## config.mk

```make
export PLATFORM = sky130hd
export DESIGN_NAME = clf_timestamp_to_epoch_parser
export DESIGN_NICKNAME = d
export VERILOG_FILES = /design/src/rtl/clfte_pkg.sv /design/src/rtl/clf_timestamp_to_epoch_parser.sv /design/src/rtl/clfte_dpath.sv /design/src/rtl/clfte_ctrl.sv
export SDC_FILE = /design/constraint.sdc
export NUM_CORES = 2
export LEC_CHECK = 0
export ABC_AREA = 1
export BUFFER_PORTS_ARGS = -buffer_cell sky130_fd_sc_hd__buf_2
export CAP_MARGIN = 10
export CORE_MARGIN = 3
export CORE_UTILIZATION = 44
export DETAILED_ROUTE_END_ITERATION = 7
export GPL_TIMING_DRIVEN = 0
export SETUP_SLACK_MARGIN = 0.1
export SLEW_MARGIN = 40
export SYNTH_ARGS = -nofsm -noshare
export SYNTH_HDL_FRONTEND = slang
export SYNTH_SLANG_ARGS = --single-unit
```

## constraint.sdc

```tcl
create_clock -name clk -period 9.45 [get_ports clk]
set_input_delay 0 -clock clk [delete_from_list [all_inputs] [get_ports clk]]
set_output_delay 0 -clock clk [all_outputs]
set_load 0.1 [all_outputs]
```

## src/rtl/clfte_pkg.sv

```systemverilog
// Shared codes, command and status types and lookup functions for the timestamp parser.
package clfte_pkg;

  // Parser phases
  localparam logic [3:0] PH_DAY   = 4'd0;
  localparam logic [3:0] PH_SEP1  = 4'd1;
  localparam logic [3:0] PH_MON0  = 4'd2;
  localparam logic [3:0] PH_MON1  = 4'd3;
  localparam logic [3:0] PH_MON2  = 4'd4;
  localparam logic [3:0] PH_SEP2  = 4'd5;
  localparam logic [3:0] PH_YEAR  = 4'd6;
  localparam logic [3:0] PH_SEP3  = 4'd7;
  localparam logic [3:0] PH_HOUR  = 4'd8;
  localparam logic [3:0] PH_SEP4  = 4'd9;
  localparam logic [3:0] PH_MIN   = 4'd10;
  localparam logic [3:0] PH_SEP5  = 4'd11;
  localparam logic [3:0] PH_SEC   = 4'd12;
  localparam logic [3:0] PH_ZSIGN = 4'd13;
  localparam logic [3:0] PH_ZDIG  = 4'd14;
  localparam logic [3:0] PH_DONE  = 4'd15;

  // Character codes
  localparam logic [7:0] CH_TAB   = 8'd9;
  localparam logic [7:0] CH_CR    = 8'd13;
  localparam logic [7:0] CH_SPACE = 8'd32;
  localparam logic [7:0] CH_MINUS = 8'd45;
  localparam logic [7:0] CH_SLASH = 8'd47;
  localparam logic [7:0] CH_ZERO  = 8'd48;
  localparam logic [7:0] CH_NINE  = 8'd57;
  localparam logic [7:0] CH_COLON = 8'd58;

  // Last count of the epoch pipeline wait: eight register levels behind the fields
  localparam logic [3:0] CALC_LAST = 4'd8;

  typedef struct packed {
    logic       clear;
    logic       num_en;
    logic [3:0] num_sel;
    logic       mon_shift;
    logic       mon_set;
    logic       zsign_en;
    logic       zone_neg;
    logic       zhr_en;
    logic       zmin_en;
    logic       out_load;
    logic       out_ok;
  } cmd_t;

  typedef struct packed {
    logic month_hit;
  } stat_t;

  // Month number 1..12 for an exact three-letter name, 0 otherwise
  function automatic logic [3:0] month_code(input logic [7:0] a, input logic [7:0] b,
                                            input logic [7:0] c);
    logic [3:0] code;
    code = 4'd0;
    case ({a, b, c})
      "Jan": code = 4'd1;
      "Feb": code = 4'd2;
      "Mar": code = 4'd3;
      "Apr": code = 4'd4;
      "May": code = 4'd5;
      "Jun": code = 4'd6;
      "Jul": code = 4'd7;
      "Aug": code = 4'd8;
      "Sep": code = 4'd9;
      "Oct": code = 4'd10;
      "Nov": code = 4'd11;
      "Dec": code = 4'd12;
      default: code = 4'd0;
    endcase
    return code;
  endfunction

  // Days from March 1 to the first of month m, in a March-based year
  function automatic logic [8:0] month_days(input logic [3:0] m);
    logic [8:0] d;
    case (m)
      4'd1:    d = 9'd306;
      4'd2:    d = 9'd337;
      4'd3:    d = 9'd0;
      4'd4:    d = 9'd31;
      4'd5:    d = 9'd61;
      4'd6:    d = 9'd92;
      4'd7:    d = 9'd122;
      4'd8:    d = 9'd153;
      4'd9:    d = 9'd184;
      4'd10:   d = 9'd214;
      4'd11:   d = 9'd245;
      4'd12:   d = 9'd275;
      4'd13:   d = 9'd306;
      4'd14:   d = 9'd337;
      4'd15:   d = 9'd0;
      default: d = 9'd275;
    endcase
    return d;
  endfunction

endpackage

```

## src/rtl/clf_timestamp_to_epoch_parser.sv

```systemverilog
// Top level of the log timestamp parser: byte-serial parser with epoch arithmetic behind it.
// Result: after the edge that accepts the final byte, the input stalls while the 8-level
//   epoch pipeline settles on the held fields; the result is then loaded, later if the
//   previous result is still stalled at the output.
// Throughput: one byte per cycle while parsing; the next timestamp waits for the result.
// Reset: synchronous rst clears the parser phase, fields, fault flag and output valid.
module clf_timestamp_to_epoch_parser import clfte_pkg::*; (
  input  logic               clk,
  input  logic               rst,
  input  logic               in_valid,
  output logic               in_stall,
  input  logic [7:0]         text_byte,
  input  logic               final_byte,
  output logic               out_valid,
  input  logic               out_stall,
  output logic               parsed_ok,
  output logic signed [58:0] epoch_micros
);

  cmd_t  cmd;
  stat_t stat;

  // Controller: parse sequencing and handshakes
  clfte_ctrl u_ctrl (
    .clk        (clk),
    .rst        (rst),
    .in_valid   (in_valid),
    .in_stall   (in_stall),
    .text_byte  (text_byte),
    .final_byte (final_byte),
    .out_valid  (out_valid),
    .out_stall  (out_stall),
    .cmd        (cmd),
    .stat       (stat)
  );

  // Datapath: fields and epoch arithmetic
  clfte_dpath u_dpath (
    .clk          (clk),
    .rst          (rst),
    .text_byte    (text_byte),
    .cmd          (cmd),
    .stat         (stat),
    .parsed_ok    (parsed_ok),
    .epoch_micros (epoch_micros)
  );

endmodule

```

## src/rtl/clfte_dpath.sv

```systemverilog
// Field registers, month lookup and the pipelined epoch arithmetic of the timestamp parser.
module clfte_dpath import clfte_pkg::*; (
  input  logic               clk,
  input  logic               rst,
  input  logic [7:0]         text_byte,
  input  cmd_t               cmd,
  output stat_t              stat,
  output logic               parsed_ok,
  output logic signed [58:0] epoch_micros
);

  localparam logic [12:0] EraRecip   = 13'd5243;    // 2^21 / 400, rounded up
  localparam logic [17:0] EraDays    = 18'd146097;
  localparam logic signed [23:0] DayBias = 24'sd865565;  // 719468 + 146097
  localparam logic signed [17:0] DaySecs = 18'sd86400;
  localparam logic signed [20:0] Micros  = 21'sd1000000;
  localparam logic [19:0] MicrosU    = 20'd1000000;

  logic [6:0]  day_value;
  logic [15:0] month_letters;
  logic [3:0]  month_number;
  logic [13:0] year_value;
  logic [6:0]  hour_value;
  logic [6:0]  minute_value;
  logic [6:0]  second_value;
  logic        zone_negative;
  logic [6:0]  zone_hours;
  logic [6:0]  zone_minutes;

  logic [3:0]  digit;
  logic [3:0]  month_hit_code;

  // epoch pipeline registers
  logic [14:0]        yy;
  logic [4:0]         era;
  logic [8:0]         doy_base;
  logic [27:0]        era_mul;
  logic [8:0]         yoe;
  logic [21:0]        era_days;
  logic signed [10:0] doy;
  logic [17:0]        y365;
  logic [6:0]         y4;
  logic [1:0]         y100;
  logic [13:0]        y41;
  logic [21:0]        era_days3;
  logic signed [10:0] doy3;
  logic signed [23:0] days;
  logic signed [39:0] day_secs;
  logic [18:0]        tod;
  logic [18:0]        zone;
  logic               zone_neg5;
  logic signed [39:0] secs;
  logic signed [19:0] secs_hi;
  logic [39:0]        prod_lo;
  logic signed [39:0] prod_hi;
  logic [58:0]        micros;

  assign digit = text_byte[3:0];
  assign month_hit_code = month_code(month_letters[15:8], month_letters[7:0], text_byte);
  assign stat.month_hit = (month_hit_code != 4'd0);

  // Accumulate digits, month letters and zone fields; clear when a result is issued
  always_ff @(posedge clk) begin
    if (rst || cmd.clear) begin
      day_value     <= '0;
      month_letters <= '0;
      month_number  <= '0;
      year_value    <= '0;
      hour_value    <= '0;
      minute_value  <= '0;
      second_value  <= '0;
      zone_negative <= 1'b0;
      zone_hours    <= '0;
      zone_minutes  <= '0;
    end else begin
      if (cmd.num_en) begin
        unique case (cmd.num_sel) inside
          PH_DAY:  day_value    <= 7'(day_value * 7'd10 + 7'(digit));
          PH_YEAR: year_value   <= 14'(year_value * 14'd10 + 14'(digit));
          PH_HOUR: hour_value   <= 7'(hour_value * 7'd10 + 7'(digit));
          PH_MIN:  minute_value <= 7'(minute_value * 7'd10 + 7'(digit));
          default: second_value <= 7'(second_value * 7'd10 + 7'(digit));
        endcase
      end
      if (cmd.mon_shift) month_letters <= {month_letters[7:0], text_byte};
      if (cmd.mon_set) month_number <= month_hit_code;
      if (cmd.zsign_en) zone_negative <= cmd.zone_neg;
      if (cmd.zhr_en) zone_hours <= 7'(zone_hours * 7'd10 + 7'(digit));
      if (cmd.zmin_en) zone_minutes <= 7'(zone_minutes * 7'd10 + 7'(digit));
    end
  end

  assign era_mul = yy * EraRecip;
  assign y41     = yoe * 6'd41;
  assign secs_hi = secs[39:20];

  // Epoch pipeline: fields are held steady while it settles
  always_ff @(posedge clk) begin
    // shift the year to March and split into 400-year eras
    yy       <= 15'({1'b0, year_value} + 15'd400 -
                    ((month_number == 4'd1 || month_number == 4'd2) ? 15'd1 : 15'd0));
    doy_base <= month_days(month_number);
    era      <= era_mul[25:21];
    // year of era, era day offset, day of year
    yoe      <= 9'(yy - 15'(era * 9'd400));
    era_days <= 22'(era * EraDays);
    doy      <= $signed({2'b00, doy_base}) + $signed({4'b0000, day_value}) - 11'sd1;
    // leap-year terms
    y365      <= 18'(yoe * 9'd365);
    y4        <= yoe[8:2];
    y100      <= y41[13:12];
    era_days3 <= era_days;
    doy3      <= doy;
    // day count since 1970
    days <= $signed({2'b00, era_days3}) + $signed({6'b000000, y365}) +
            $signed({17'b0, y4}) - $signed({22'b0, y100}) + doy3 - DayBias;
    // seconds of the day count, time of day and zone offset
    day_secs  <= days * DaySecs;
    tod       <= 19'(hour_value * 12'd3600 + minute_value * 6'd60 + 19'(second_value));
    zone      <= 19'(zone_hours * 12'd3600 + zone_minutes * 6'd60);
    zone_neg5 <= zone_negative;
    // apply the zone
    secs <= zone_neg5 ? day_secs + $signed({1'b0, tod}) + $signed({1'b0, zone})
                      : day_secs + $signed({1'b0, tod}) - $signed({1'b0, zone});
    // scale to microseconds in two halves
    prod_lo <= secs[19:0] * MicrosU;
    prod_hi <= secs_hi * Micros;
  end

  assign micros = {prod_hi[38:0], 20'b0} + {19'b0, prod_lo};

  // Result register
  always_ff @(posedge clk) begin
    if (cmd.out_load) begin
      parsed_ok    <= cmd.out_ok;
      epoch_micros <= cmd.out_ok ? $signed(micros) : '0;
    end
  end

endmodule

```

## src/rtl/clfte_ctrl.sv

```systemverilog
// Parser state machine, epoch wait sequencing and output handshake of the timestamp parser.
module clfte_ctrl import clfte_pkg::*; (
  input  logic       clk,
  input  logic       rst,
  input  logic       in_valid,
  output logic       in_stall,
  input  logic [7:0] text_byte,
  input  logic       final_byte,
  output logic       out_valid,
  input  logic       out_stall,
  output cmd_t       cmd,
  input  stat_t      stat
);

  localparam logic ST_PARSE = 1'b0;
  localparam logic ST_CALC  = 1'b1;

  logic       state, state_next;
  logic [3:0] calc_cnt, calc_cnt_next;
  logic [3:0] phase, phase_next;
  logic [2:0] digit_count, digit_count_next;
  logic       fault_seen, fault_next;
  logic       out_valid_next;

  logic       accept;
  logic       is_dig;
  logic       is_blank;
  logic       is_num;
  logic [2:0] num_limit;
  logic [3:0] ph_eval;
  logic       run_tok;

  assign in_stall = (state == ST_CALC);
  assign accept   = in_valid && !in_stall;

  // Classify the incoming character
  assign is_dig   = (text_byte >= CH_ZERO) && (text_byte <= CH_NINE);
  assign is_blank = (text_byte == CH_SPACE) || ((text_byte >= CH_TAB) && (text_byte <= CH_CR));
  assign is_num   = (phase == PH_DAY) || (phase == PH_YEAR) || (phase == PH_HOUR) ||
                    (phase == PH_MIN) || (phase == PH_SEC);
  assign num_limit = (phase == PH_YEAR) ? 3'd4 : 3'd2;

  // Next-state logic: parse one item, then wait out the epoch pipeline
  always_comb begin
    cmd              = '0;
    state_next       = state;
    calc_cnt_next    = calc_cnt;
    phase_next       = phase;
    digit_count_next = digit_count;
    fault_next       = fault_seen;
    out_valid_next   = out_valid && out_stall;
    ph_eval          = phase;
    run_tok          = 1'b0;

    unique case (state)
      ST_PARSE: begin
        if (accept && !fault_seen) begin
          // numbers end at the first non-digit, which starts the next token
          if (is_num) begin
            if (is_dig) begin
              if (digit_count >= num_limit) begin
                fault_next = 1'b1;
              end else begin
                cmd.num_en       = 1'b1;
                cmd.num_sel      = phase;
                digit_count_next = 3'(digit_count + 3'd1);
              end
            end else if (digit_count == 3'd0) begin
              if (!is_blank) fault_next = 1'b1;
            end else begin
              digit_count_next = 3'd0;
              ph_eval          = 4'(phase + 4'd1);
              phase_next       = ph_eval;
              run_tok          = 1'b1;
            end
          end else begin
            run_tok = 1'b1;
          end

          if (run_tok) begin
            unique case (ph_eval) inside
              PH_SEP1, PH_SEP2: begin
                if (!is_blank) begin
                  if (text_byte == CH_SLASH) phase_next = 4'(ph_eval + 4'd1);
                  else fault_next = 1'b1;
                end
              end
              PH_SEP3, PH_SEP4, PH_SEP5: begin
                if (!is_blank) begin
                  if (text_byte == CH_COLON) phase_next = 4'(ph_eval + 4'd1);
                  else fault_next = 1'b1;
                end
              end
              PH_MON0, PH_MON1: begin
                if (!is_blank) begin
                  cmd.mon_shift = 1'b1;
                  phase_next    = 4'(ph_eval + 4'd1);
                end
              end
              PH_MON2: begin
                if (!is_blank) begin
                  if (stat.month_hit) begin
                    cmd.mon_set = 1'b1;
                    phase_next  = PH_SEP2;
                  end else begin
                    fault_next = 1'b1;
                  end
                end
              end
              PH_ZSIGN: begin
                if (!is_blank) begin
                  cmd.zsign_en     = 1'b1;
                  cmd.zone_neg     = (text_byte == CH_MINUS);
                  digit_count_next = 3'd0;
                  phase_next       = PH_ZDIG;
                end
              end
              PH_ZDIG: begin
                if (!is_dig) begin
                  fault_next = 1'b1;
                end else begin
                  if (digit_count < 3'd2) cmd.zhr_en = 1'b1;
                  else cmd.zmin_en = 1'b1;
                  if (digit_count == 3'd3) begin
                    digit_count_next = 3'd0;
                    phase_next       = PH_DONE;
                  end else begin
                    digit_count_next = 3'(digit_count + 3'd1);
                  end
                end
              end
              default: begin
              end
            endcase
          end
        end

        if (accept && final_byte) begin
          state_next    = ST_CALC;
          calc_cnt_next = 4'd0;
        end
      end

      ST_CALC: begin
        if (calc_cnt != CALC_LAST) begin
          calc_cnt_next = 4'(calc_cnt + 4'd1);
        end else if (!out_valid || !out_stall) begin
          // issue the result and return to the reset state
          cmd.out_load     = 1'b1;
          cmd.out_ok       = !fault_seen && (phase == PH_DONE);
          cmd.clear        = 1'b1;
          out_valid_next   = 1'b1;
          phase_next       = PH_DAY;
          digit_count_next = 3'd0;
          fault_next       = 1'b0;
          state_next       = ST_PARSE;
          calc_cnt_next    = 4'd0;
        end
      end

      default: begin
        state_next = ST_PARSE;
      end
    endcase
  end

  // Control registers
  always_ff @(posedge clk) begin
    if (rst) begin
      state       <= ST_PARSE;
      calc_cnt    <= '0;
      phase       <= PH_DAY;
      digit_count <= '0;
      fault_seen  <= 1'b0;
      out_valid   <= 1'b0;
    end else begin
      state       <= state_next;
      calc_cnt    <= calc_cnt_next;
      phase       <= phase_next;
      digit_count <= digit_count_next;
      fault_seen  <= fault_next;
      out_valid   <= out_valid_next;
    end
  end

  // A final item starts the epoch wait from its first count
  a_final_starts_calc: assert property (@(posedge clk) disable iff (rst)
    (accept && final_byte) |=> (state == ST_CALC && calc_cnt == 4'd0))
    else $error("final item did not start the epoch wait");

  // The epoch wait is not cut short
  a_calc_full_length: assert property (@(posedge clk) disable iff (rst)
    (state == ST_CALC && calc_cnt != CALC_LAST) |=> (state == ST_CALC))
    else $error("epoch wait ended early");

  // Issuing a result leaves a valid output and a cleared parser
  a_load_clears: assert property (@(posedge clk) disable iff (rst)
    cmd.out_load |=> (out_valid && phase == PH_DAY && !fault_seen && digit_count == 3'd0))
    else $error("result issue did not clear the parser");

  // A fault holds until the result is issued
  a_fault_sticky: assert property (@(posedge clk) disable iff (rst)
    (fault_seen && !cmd.out_load) |=> fault_seen)
    else $error("fault dropped before the result");

endmodule
```

# Yosys cells after proc, flatten, opt, wreduce, memory -nomap -nowiden
# Memory sizes are Yosys's and may differ from the RTL's. A register that Yosys moved wholly into a read port is not among the register bits.
# Cells that the tools add are included.
# word_totals
n_memories,1
output_inout_bits,62
mem_bits_ro,144
ff_bits,476
word_cells,263
# mem_list
memory,depth,width,read_ports,rd_clocked_by_memory_dff,wr,line,text
(no name shown),16,9,1,1,0,clfte_pkg.sv:79,case (m)
# op_classes
magnitude_cmp,6
reduce_logical,34
n_addsub,28
muxes,94
n_eq_ne,43
bitwise,2
n_mul,19
# op_table
cell,n
$eq 24x23->1 const B,12
$mux 4,21
$add 40x20->40,2
$add 59x40->59,1
$pmux 4 s12,1
$add 7x4->7,6
$mul 7x3->6 const B,6
$eq 4x4->1 const B,10
$mux 40,1
$sub 40x20->40,1
$add 19x13->19,2
$mux 1,38
$mux 3,12
$mul 20x14->34 const B,1
$mul 20x15->33 const B,1
$mul 24x11->33 const B,1
$eq 8x6->1 const B,4
$mul 7x8->15 const B,2
$mul 15x13->26 const B,1
$add 24x11->24,1
$add 24x8->24,1
$pmux 4 s6,1
$sub 24x21->24 const B,1
$sub 24x3->24,1
other kinds (50),98

# Logic depth before layout (Yosys ltp)
# logic_depth
depth_word,18
depth_mapped,27
ltp_nobuf,27

# Cells and area by module
# From an unflattened synthesis, not the netlist that was laid out.
# unflattened
cells_unflattened,6171
hier_area_um2,50480.9
# modules_own_cells
module,area_each_um2,seq_area_each_um2,n_inst,cells_each
clfte_dpath,48604.1,9809.4,1,5853
clfte_ctrl,1876.8,280.3,1,318

# Worst setup path after synthesis
# No wires, ideal clock.
# synth_timing
kind,flip-flop to flip-flop
startpoint,register u_dpath.secs[5]
endpoint,register u_dpath.prod_lo[35]
setup_slack_ns,4.280
arrival_time_ns,5.048
setup_time_ns,0.123
n_path_buf,0
path_stages_with_launch,21
required_ns,9.327
cell_sequence,dfxtp_1 inv_1 fa_1 fa_1 inv_1 fa_1 fa_1 ha_1 inv_1 fa_1 inv_1 ha_1 a21oi_1 inv_1 a31oi_1 o21ai_0 a31oi_1 o21ai_1 a21boi_0 o21ai_1 xor2_1
# synth_between
elab_chain_cells,1
# synth_lines
item,line,text
from (decl),clfte_dpath.sv:52,logic signed [39:0] secs;
from (signal assigned),clfte_dpath.sv:123,"secs <= zone_neg5 ? day_secs + $signed({1'b0, tod}) + $signed({1'b0, zone})"
$mul 20x14->34,clfte_dpath.sv:126,prod_lo <= secs[19:0] * MicrosU;
to (signal assigned),clfte_dpath.sv:126,
to (decl),clfte_dpath.sv:54,logic [39:0] prod_lo;
# No other way between the ends.
# A chain may end at the register's enable or synchronous reset.

# Worst setup path after layout
# layout_timing
startpoint,register u_dpath.secs[6]
endpoint,register u_dpath.prod_lo[35]
# Same word-level chain as after synthesis.

==> impl_metrics.tcl <==
set metrics [dict create \
    synth-async-reset-ratio_pct 0 \
    power.net_switching_w 0.00885 \
    area_growth_syn_to_layout_pct 8.90 \
    ff_latch_area_mm2 0.0101 \
    antenna_found_initial 2 \
    nets 6988 \
    startpoint_type "flop" \
    setup_violations 0 \
    grt_use_total_pct 18.9 \
    path_clk_slew_ns 0.06 \
    cts_buffer_depth 3 \
    dpl_cell_area_mm2 0.0505 \
    dr.pass1.iters 6 \
    dieArea_mm2 0.114 \
    layout.cells.non_filler 7094 \
    placement.io_buffers 68 \
    crit_fanout 6 \
    post-cts-setup-buffers 0 \
    synth_edf_count 54 \
    viasPerCell 4.94 \
    grt_max_degree 23 \
    worstSkewPairLatency_ns 0.64 \
    status "complete, no violations" \
    timing.rr.end "u_dpath.prod_lo[35]$_DFF_P_" \
    irDropWorstVdd_mv 0.710 \
    avgSynthCellArea_um2 8.79 \
    synth_commonest_cells "1129 x inv_1, 923 x ha_1, 608 x nand2_1" \
    ff2ff_path_depth 20 \
    start_util_pct 44.7 \
    arrival_ns 6.42 \
    r2r_start "u_dpath.secs[6]$_DFF_P_" \
    power_frac_clock_pct 12.8 \
    grt_pass1_vias 35675 \
    drt_iter0_markers 1383 \
    fin_skew_ns 0.0210 \
    cts_max_level 2 \
    cap_violations 0 \
    syn_inst 5495 \
    cts_buffers 56 \
    swShare_pct 49.5 \
    gr-total-overflow 0 \
    rows 120 \
    wl_per_cell_um 14.7 \
    cts.sinks 477 \
    yosysTopAreaCell "ha_1" \
    gp_congestion 0.877 \
    drc 0 \
    hold_path_class "in -> reg" \
    fp.dieH_um 337 \
    max_clock_freq_ghz 0.169 \
    core-area_mm2 0.108 \
    period_share_pct 62.7 \
    pin_count 75 \
    final_cell_area_mm2 0.0526 \
    yosys_warnings 0 \
    synthTopCellsByArea "ha_1 24%, dfxtp_1 18%, fa_1 17%" \
    ys_seq_elements 477 \
    cts_resized 0 \
    hold_depth 4 \
    place_hpwl_mm 87.7 \
    max_slew_margin_pct 49.5 \
    antenna_left 0 \
    seq_area_frac_synth_pct 20.9 \
    wl_mm 104 \
    synth_area_mm2 0.0483 \
    p_int_w 0.00902 \
    required_ns 9.95 \
    vias 35027 \
    drive_above_1_share_pct 5.10 \
    cp-end-kind "flop" \
    synthFlopType "dfxtp_1" \
    seqPwrFrac_pct 15.1 \
    reg2reg_slack_ns 3.53 \
    leakage_nw 27.2 \
    synth_top_area_share_pct 23.9 \
    slew_violations 0 \
    yosysMostFrequentCell "inv_1" \
    hp-start "text_byte[7]" \
    pwr_density_cell_mw_per_mm2 340 \
    power_w 0.0179 \
    ys_types 73 \
    grt_pass1_wl_mm 176 \
    hold_buffers 14 \
    placedCellCount 6974 \
    critical_path_class "reg -> reg" \
    whs_endpoint "u_dpath.month_letters[7]$_SDFFE_PP0P_" \
    rsz0062_at_grt "false" \
    multi_input_area_mm2 0.0337 \
    n_fill_cell 10227 \
    fin_tns_setup_ns 0 \
    hold_viol_final 0 \
    cts-root-buf "clkbuf_16" \
    min_period_ns 5.92 \
    final_util_pct 48.7 \
    cts_tree "yes" \
    worstMarginPinSlew_ns 0.752 \
    combinationalPowerShare_pct 72.1 \
    die_width_um 337 \
]
layout make-up:
cell class / count / area share [%]
inverters: 1146 / 8.20
multi-input cells: 3841 / 64.1
flip-flops and latches: 477 / 19.2
diodes: 1 / 0.00476
repair buffers: 86 / 1.04
clock inverters: 29 / 0.683
well taps: 1403 / 3.34
clock buffers: 75 / 3.04
plain buffers: 36 / 0.414
critical path, stage by stage, from the launching register on:
cell      delay (ns)
dfxtp_1         0.55
inv_1           0.20
fa_1            0.52
fa_1            0.54
inv_1           0.05
fa_1            0.56
fa_1            0.43
ha_1            0.29
inv_1           0.05
fa_1            0.49
inv_1           0.04
ha_1            0.37
a21oi_1         0.20
inv_1           0.06
a31oi_1         0.20
o21ai_0         0.13
a31oi_1         0.28
o21ai_1         0.17
a21boi_0        0.36
o21ai_1         0.12
xor2_1          0.17
routing by layer:
layer / wire length, µm / global-route usage (%) / vias up
li1: - / - / 18083
met1: 48100 / 24.2 / 16313
met2: 49400 / 33.0 / 465
met3: 3300 / 2.23 / 166
met4: 3180 / 6.08 / 0
met5: 0 / 0 / -
cell families (layout without fill, tap and decap cells):
| group | after synthesis | count (layout) | synth area share, % |
|---|---|---|---|
| fa+ha+maj | 1331 | 1331 | 40.8 |
| xor+xnor | 399 | 399 | 7.27 |
| other cells | 1 | 7 | 0.00777 |
| buf+inv | 1182 | 1372 | 9.37 |
| simple gates | 1276 | 1276 | 11.7 |
| flops | 477 | 477 | 20.9 |
| compound gates | 829 | 829 | 9.88 |
cells in the final DEF, fill, tap and decap left out, drive strengths merged, types with 15 or more instances in the layout:
| cell type | synthesis | routed |
|---|---|---|
| xor2 | 268 | 268 |
| o21ai | 232 | 232 |
| clkbuf | 13 | 88 |
| a21oi | 386 | 386 |
| a211oi | 34 | 34 |
| o21a | 21 | 21 |
| inv | 1142 | 1145 |
| a31oi | 51 | 51 |
| nand4 | 56 | 56 |
| fa | 408 | 408 |
| a21boi | 18 | 18 |
| ha | 923 | 923 |
| nor4 | 15 | 15 |
| nor2 | 338 | 338 |
| clkinv | 4 | 15 |
| edfxtp | 54 | 54 |
| xnor2 | 130 | 130 |
| nor3 | 49 | 49 |
| nand3 | 162 | 162 |
| a21o | 16 | 16 |
| dfxtp | 423 | 423 |
| o21bai | 25 | 25 |
| nand2 | 631 | 631 |
| buf | 23 | 95 |
power by group through the flow:
stage / Sequential (W) / Clock (W) / Combinational (W)
2_1_floorplan: 0.00266 / 0 / 0.0102
3_5_place_dp: 0.00275 / 0 / 0.0129
5_1_grt: 0.00273 / 0.00244 / 0.0151
3_3_place_gp: 0.00275 / 0 / 0.0129
4_1_cts: 0.00271 / 0.00236 / 0.0131
6_report: 0.00270 / 0.00229 / 0.0129
registers in the layout, indices dropped and copies added, names as in the netlist, 9 cells and up:
register / count
u_dpath.era_days: 22
u_dpath.yy: 15
u_dpath.day_secs: 33
u_dpath.yoe: 9
u_dpath.tod: 19
u_dpath.year_value: 14
u_dpath.doy: 11
u_dpath.epoch_micros: 53
u_dpath.y365: 18
u_dpath.prod_hi: 33
u_dpath.secs: 40
u_dpath.doy_base: 9
u_dpath.days: 24
u_dpath.zone: 17
u_dpath.month_letters: 16
u_dpath.doy3: 11
u_dpath.era_days3: 22
u_dpath.prod_lo: 34
worst max-delay path by stage:
stage                               startpoint  slack [ns]  cells past startpoint                                     end
2_1_floorplan          u_dpath.secs[5]$_DFF_P_        4.28                     20             u_dpath.prod_lo[35]$_DFF_P_
3_3_place_gp   u_ctrl.calc_cnt[0]$_SDFFE_PP0P_        3.12                     11  u_dpath.epoch_micros[54]$_SDFFCE_PN0P_
3_5_place_dp           u_dpath.secs[6]$_DFF_P_        3.50                     20             u_dpath.prod_lo[35]$_DFF_P_
4_1_cts                u_dpath.secs[6]$_DFF_P_        3.48                     20             u_dpath.prod_lo[35]$_DFF_P_
5_1_grt                u_dpath.secs[6]$_DFF_P_        3.18                     20             u_dpath.prod_lo[35]$_DFF_P_
6_report               u_dpath.secs[6]$_DFF_P_        3.53                     20             u_dpath.prod_lo[35]$_DFF_P_
metrics by stage:
stage / hold WS (ns) / setup slack [ns]
floorplan: 0.149 / 4.28
global placement: 0.307 / 3.12
detailed placement: 0.302 / 3.50
CTS: 0.139 / 3.48
global route: 0.199 / 3.18
finish: 0.194 / 3.53
(Power assumes the default switching activity.)
